## src/hw/rtl/hll_pkg.sv

```systemverilog
// Shared constants, command codes, request type and rank weight function for the sketch update block.
package hll_pkg;

	localparam int MAX_P     = 18;
	localparam int RANK_W    = 6;
	localparam int CNT_W     = 9;
	localparam int FRAC_BITS = 45;
	localparam int SUM_OUT_W = 58;
	localparam int HASH_W    = 64;

	// Input command codes.
	localparam logic CMD_ADD   = 1'b0;
	localparam logic CMD_CLEAR = 1'b1;

	typedef logic [RANK_W-1:0] rank_t;

	typedef struct packed {
		logic             clr;
		logic             upd;
		logic [MAX_P-1:0] idx;
		rank_t            rank;
	} hll_req_t;

	// Weight 2^-rank in fixed point with FRAC_BITS fraction bits; tiny terms drop to zero.
	function automatic logic [FRAC_BITS:0] term(input rank_t v);
		logic [FRAC_BITS:0] t;
		t = '0;
		if (v <= rank_t'(FRAC_BITS)) begin
			t = (FRAC_BITS+1)'(1) << (rank_t'(FRAC_BITS) - v);
		end
		return t;
	endfunction

endpackage

```

## src/hw/rtl/hll_rank.sv

```systemverilog
// Iterative rank unit: register index and leading-zero rank of one hash, a byte per cycle.
module hll_rank #(
	parameter int PRECISION = 12
) (
	input  logic                        clk,
	input  logic                        arst_n,
	input  logic                        start,
	input  logic [hll_pkg::HASH_W-1:0]  hash,
	output logic                        busy,
	output logic [PRECISION-1:0]        idx,
	output logic [hll_pkg::RANK_W-1:0]  rank
);
	import hll_pkg::*;

	localparam int    RW        = HASH_W - PRECISION;
	localparam rank_t RANK_ZERO = rank_t'(65 - PRECISION);

	logic                 busy_q;
	logic [RW-1:0]        rest_q;
	rank_t                n_q;
	rank_t                rank_q;
	logic [PRECISION-1:0] idx_q;
	logic [7:0]           top8;

	function automatic logic [3:0] lz8(input logic [7:0] b);
		logic [3:0] n;
		logic       hit;
		n   = 4'd0;
		hit = 1'b0;
		for (int i = 7; i >= 0; i--) begin
			if (!hit) begin
				if (b[i]) hit = 1'b1;
				else n = n + 4'd1;
			end
		end
		return n;
	endfunction

	assign top8 = rest_q[RW-1 -: 8];

	always_ff @(posedge clk or negedge arst_n) begin
		if (!arst_n) begin
			busy_q <= 1'b0;
		end else if (start) begin
			busy_q <= 1'b1;
		end else if (busy_q) begin
			if (rest_q == '0 || top8 != 8'd0) busy_q <= 1'b0;
		end
	end

	always_ff @(posedge clk) begin
		if (start) begin
			rest_q <= hash[RW-1:0];
			n_q    <= '0;
			idx_q  <= hash[HASH_W-1 -: PRECISION];
		end else if (busy_q) begin
			if (rest_q == '0) begin
				rank_q <= RANK_ZERO;
			end else if (top8 != 8'd0) begin
				rank_q <= n_q + rank_t'(lz8(top8)) + rank_t'(1);
			end else begin
				rest_q <= rest_q << 8;
				n_q    <= n_q + rank_t'(8);
			end
		end
	end

	assign busy = busy_q;
	assign idx  = idx_q;
	assign rank = rank_q;

endmodule

```

## config.mk

```make
export PLATFORM = sky130hd
export DESIGN_NAME = hll_rank
export DESIGN_NICKNAME = d
export VERILOG_FILES = /design/src/hw/rtl/hll_pkg.sv /design/src/hw/rtl/hll_rank.sv
export SDC_FILE = /design/constraint.sdc
export NUM_CORES = 1
export LEC_CHECK = 0
export BUFFER_PORTS_ARGS = -buffer_cell sky130_fd_sc_hd__buf_4
export CAP_MARGIN = 0
export CORE_AREA = 2 2 116 107
export CTS_BUF_LIST = sky130_fd_sc_hd__clkbuf_8
export DETAILED_ROUTE_END_ITERATION = 10
export DIE_AREA = 0 0 118 109
export MAX_ROUTING_LAYER = met4
export PLACE_DENSITY = 0.48
export RECOVER_POWER = 50
export SYNTH_ARGS = -nofsm -noshare
export SYNTH_HDL_FRONTEND = slang
export SYNTH_SLANG_ARGS = --single-unit
```

## constraint.sdc

```tcl
create_clock -name clk -period 13 [get_ports clk]
set_clock_uncertainty 0.05 [all_clocks]
set_input_delay 0.65 -clock clk [delete_from_list [all_inputs] [get_ports clk]]
set_output_delay 0.65 -clock clk [all_outputs]
set_load 0.1 [all_outputs]
```

==> summary.md <==
* **clock slew seen by the registers of the worst setup and hold paths** 0.08 ns
* **grt met2 use** 20.9%
* **maximum fanout along the worst path** 6
* **met3 Resource Use GR** 4.39%
* **CP dominant cell by count** sky130_fd_sc_hd__ha_1
* **area occupied by multi-input gates** 1300 sq um
* **power per standard cell area** 127 nW/um^2
* **crit path launch type** flop
* **number of synthesized flops with an enable pin** 70
* **routability-driven placement congestion ratio** 0.788
* **total clock sinks** 74
* **die outline height** 109 um
* **Sw Ratio** 26.4%
* **Overall Power** 0.573 mW
* **count of unresolved DRC violations after routing** 0
* **failing checks** capacitance limit, slew limit
* **class of the worst hold path** primary input to flop
* **number of setup violations in the final report** 0
* **post-layout instance count excluding filler cells** 500
* **area of the core region** 11,700 sq um
* **CP Cell Sequence** nor2_1 -> ha_1 -> o31a_2 -> ha_1 -> nor3_1 -> o21a_1 -> ha_1 -> nor2b_1 -> mux2i_1 -> mux2_2 -> mux2i_1 -> a31o_2 -> a21oi_1 -> ha_1 -> and3_1 -> and2_2 -> mux4_2 -> nor3_1 -> o21ai_1
* **flip-flop cell with the highest count after synthesis** sky130_fd_sc_hd__edfxtp_1
* **max-slew violation count** 70
* **number of standard-cell rows in the floorplan** 38
* **sequential group share of total power** 50.6%
* **slew at the pin closest to its max-slew limit** 3.47 ns
* **clock period minus final worst setup slack** 5.38 ns
* **total routed wirelength** 7670 um
* **largest net degree at the start of global routing** 70
* **worst-case setup margin in the final layout** 7.62 ns
* **CTS tree** done
* **number of optimization iterations in the first detailed-route pass** 4
* **register area share after synthesis** 61.8%
* **number of endpoints with negative hold slack in the final report** 0
* **routed vias/inst** 4.51
* **delay-heaviest family, CP** multiplexers
* **endpoint class of the critical path** flop
* **max-cap violation count** 1
* **Max Root-Sink Buffers** 2
* **critical path data arrival time** 5.41 ns
* **cell count after placement** 483
* **worst-case headroom to the max-slew limit** -132%
* **synthesis-to-layout area growth** 27.4%
* **routed length per placed instance** 15.3 um
* **number of buffer cells added on primary ports** 85
* **cell types occupying the most area after synthesis** sky130_fd_sc_hd__edfxtp_1 59%, sky130_fd_sc_hd__mux2_2 15%, sky130_fd_sc_hd__ha_1 2.8%
* **top cells by instance count after synthesis** 70 x sky130_fd_sc_hd__edfxtp_1, 46 x sky130_fd_sc_hd__mux2_2, 14 x sky130_fd_sc_hd__nor2_1, 12 x sky130_fd_sc_hd__nor4_1, 10 x sky130_fd_sc_hd__nand2_1
* **Final Hold Slack** 0.443 ns
* **achievable frequency** 0.186 GHz
* **proportion of register bits with asynchronous set or reset after synthesis** 1.35%
* **area taken by flip-flops and latches** 2190 sq um
* **Setup TNS Final** 0 ns
* **count of different cell masters after synthesis** 45
* **Synth warnings** 0
* **placed cell areas** 4360 sq um
* **highest-delay cell along the critical path** sky130_fd_sc_hd__edfxtp_1
* **post_cts resized** 0
* **setup slack after placement** 7.64 ns
* **most used standard cell by instance count after synthesis** sky130_fd_sc_hd__edfxtp_1
* **detailed router's first-iteration violation count** 117
* **global routing met1 resource utilization** 15.3%
* **NumNets Final** 410
* **Avg Cell Area, Syn** 14.5 sq um
* **die width** 118 um
* **cell internal pwr** 0.422 mW
* **type of the worst setup path** flop to flop
* **root buf cell** sky130_fd_sc_hd__clkbuf_8
* **fin area** 4510 sq um
* **number of placed I/O pins** 86
* **total gr overflow** 0
* **Seq cells post-synth** 74
* **ant diodes** 0
* **share of the core filled with cells** 38.4%
* **library cell with the largest summed area after synthesis** sky130_fd_sc_hd__edfxtp_1
* **area of the die** 12,900 sq um
* **leakage component of the power** 1.68 nW
* **ratio of final minimum period to clock period** 41.4%
* **half-perimeter wire length after placement** 5560 um
* **relative contribution of the clock network to total power** 34.3%
* **number of global-route vias before repair** 2,394
* **TritonCTS Buffers** 9
* **Max stage delay on crit path** 0.50 ns
* **CP Data Required Time** 13.03 ns
* **DRT antenna net count** 0
* **fraction of layout instances using a drive strength above 1** 40.6%
* **number of antenna violations at the first check in global routing** 0
* **Max H-tree Level** 3
* **Syn Inst Count** 244
* **RSZ-0062 raised after global routing** false
* **area of the mapped netlist** 3540 sq um
* **result of the run** finished, violations left
* **Psw** 0.151 mW
* **clock latency at the later pin of the worst-skew pair** 0.35 ns
* **total routing usage reported by global routing** 13.0%
* **Bufs and invs on worst path** 0
* **top cell type's share of synthesized area** 59.4%
* **net count after synthesis** 319
* **relative contribution of combinational cells to total power** 15.1%
* **maximum ir drop on the vdd rail** 0.0620 mV
* **busiest metal layer after global routing** met2
* **final-layout fill cell count** 1,146
* **Starting Density** 30.1%
* **number of vias after detailed routing** 2,256
* **first-pass GRT wire length** 12,200 um
[area by class of cell]
cell class | instances | area share (%)
Clock buffer | 9 | 2.75
Tap cell | 160 | 4.44
Timing Repair Buffer | 88 | 13.0
Sequential cell | 74 | 48.5
Multi-Input combinational cell | 157 | 28.8
Clock inverter | 7 | 2.05
Inverter | 5 | 0.416
[logic make-up after synthesis]
kind of cell,Yosys count,share of synthesized area (%)
fa+ha+maj,8,2.83
buf+inv,13,1.59
simple gates,72,12.0
compound gates,20,3.85
flops,74,61.8
xor+xnor,5,1.24
mux,52,16.7
[worst paths after layout]
| path | depth (start not counted) | end | slack [ns] | start |
|---|---|---|---|---|
| worst max-delay path | 19 | rank[4]$_SDFFCE_PN1P_ | 7.62 | rest_q[50]$_DFFE_PP_ |
| worst min-delay path | 1 | idx[1]$_DFFE_PP_ | 0.44 | hash[53] |
| worst max register to register | 19 | rank[4]$_SDFFCE_PN1P_ | 7.62 | rest_q[50]$_DFFE_PP_ |
| worst min register to register | 2 | n_q[5]$_SDFFE_PP0P_ | 0.49 | n_q[5]$_SDFFE_PP0P_ |
| max in group asynchronous | 2 | busy$_DFF_PN0_ | 12.25 | arst_n |
| min in group asynchronous | 2 | busy$_DFF_PN0_ | 0.57 | arst_n |
[placed cells by master (no fill, tap or decap), types with 8 or more instances in the layout]
cell type,n
sky130_fd_sc_hd__clkbuf_1,20
sky130_fd_sc_hd__edfxtp_1,70
sky130_fd_sc_hd__clkbuf_4,13
sky130_fd_sc_hd__nor4_1,12
sky130_fd_sc_hd__buf_4,54
sky130_fd_sc_hd__and2_0,8
sky130_fd_sc_hd__nand2_1,10
sky130_fd_sc_hd__mux2_2,46
sky130_fd_sc_hd__clkbuf_8,9
sky130_fd_sc_hd__ha_1,8
sky130_fd_sc_hd__nor2_1,14
[power groups by stage]
stage	Clock, mW	Combinational [mW]	Sequential [mW]
floorplan	0	0.0321	0.322
CTS	0.203	0.0903	0.290
detailed placement	0	0.0897	0.296
global placement	0	0.0899	0.296
global route	0.212	0.0937	0.292
finish	0.197	0.0866	0.290
[registers in the layout, summed over array words and instances (netlist names)]
| name | flops |
|---|---|
| n_q | 3 |
| rank | 6 |
| idx | 12 |
| busy | 1 |
| rest_q | 52 |
[per-layer routing]
layer	share of wire [%]	routed length, um	vias up
met5	0	0	-
met4	1.4	104	0
met3	5.6	430	9
met2	49	3760	54
met1	44	3380	1073
li1	-	-	1120
[timing repair]
action / CTS / global route
hold buffers: 1 / 0
buffers inserted: 0 / 0
hold endpoints to repair: 1 / 0
No activity file was read; power rests on OpenSTA's default activity.
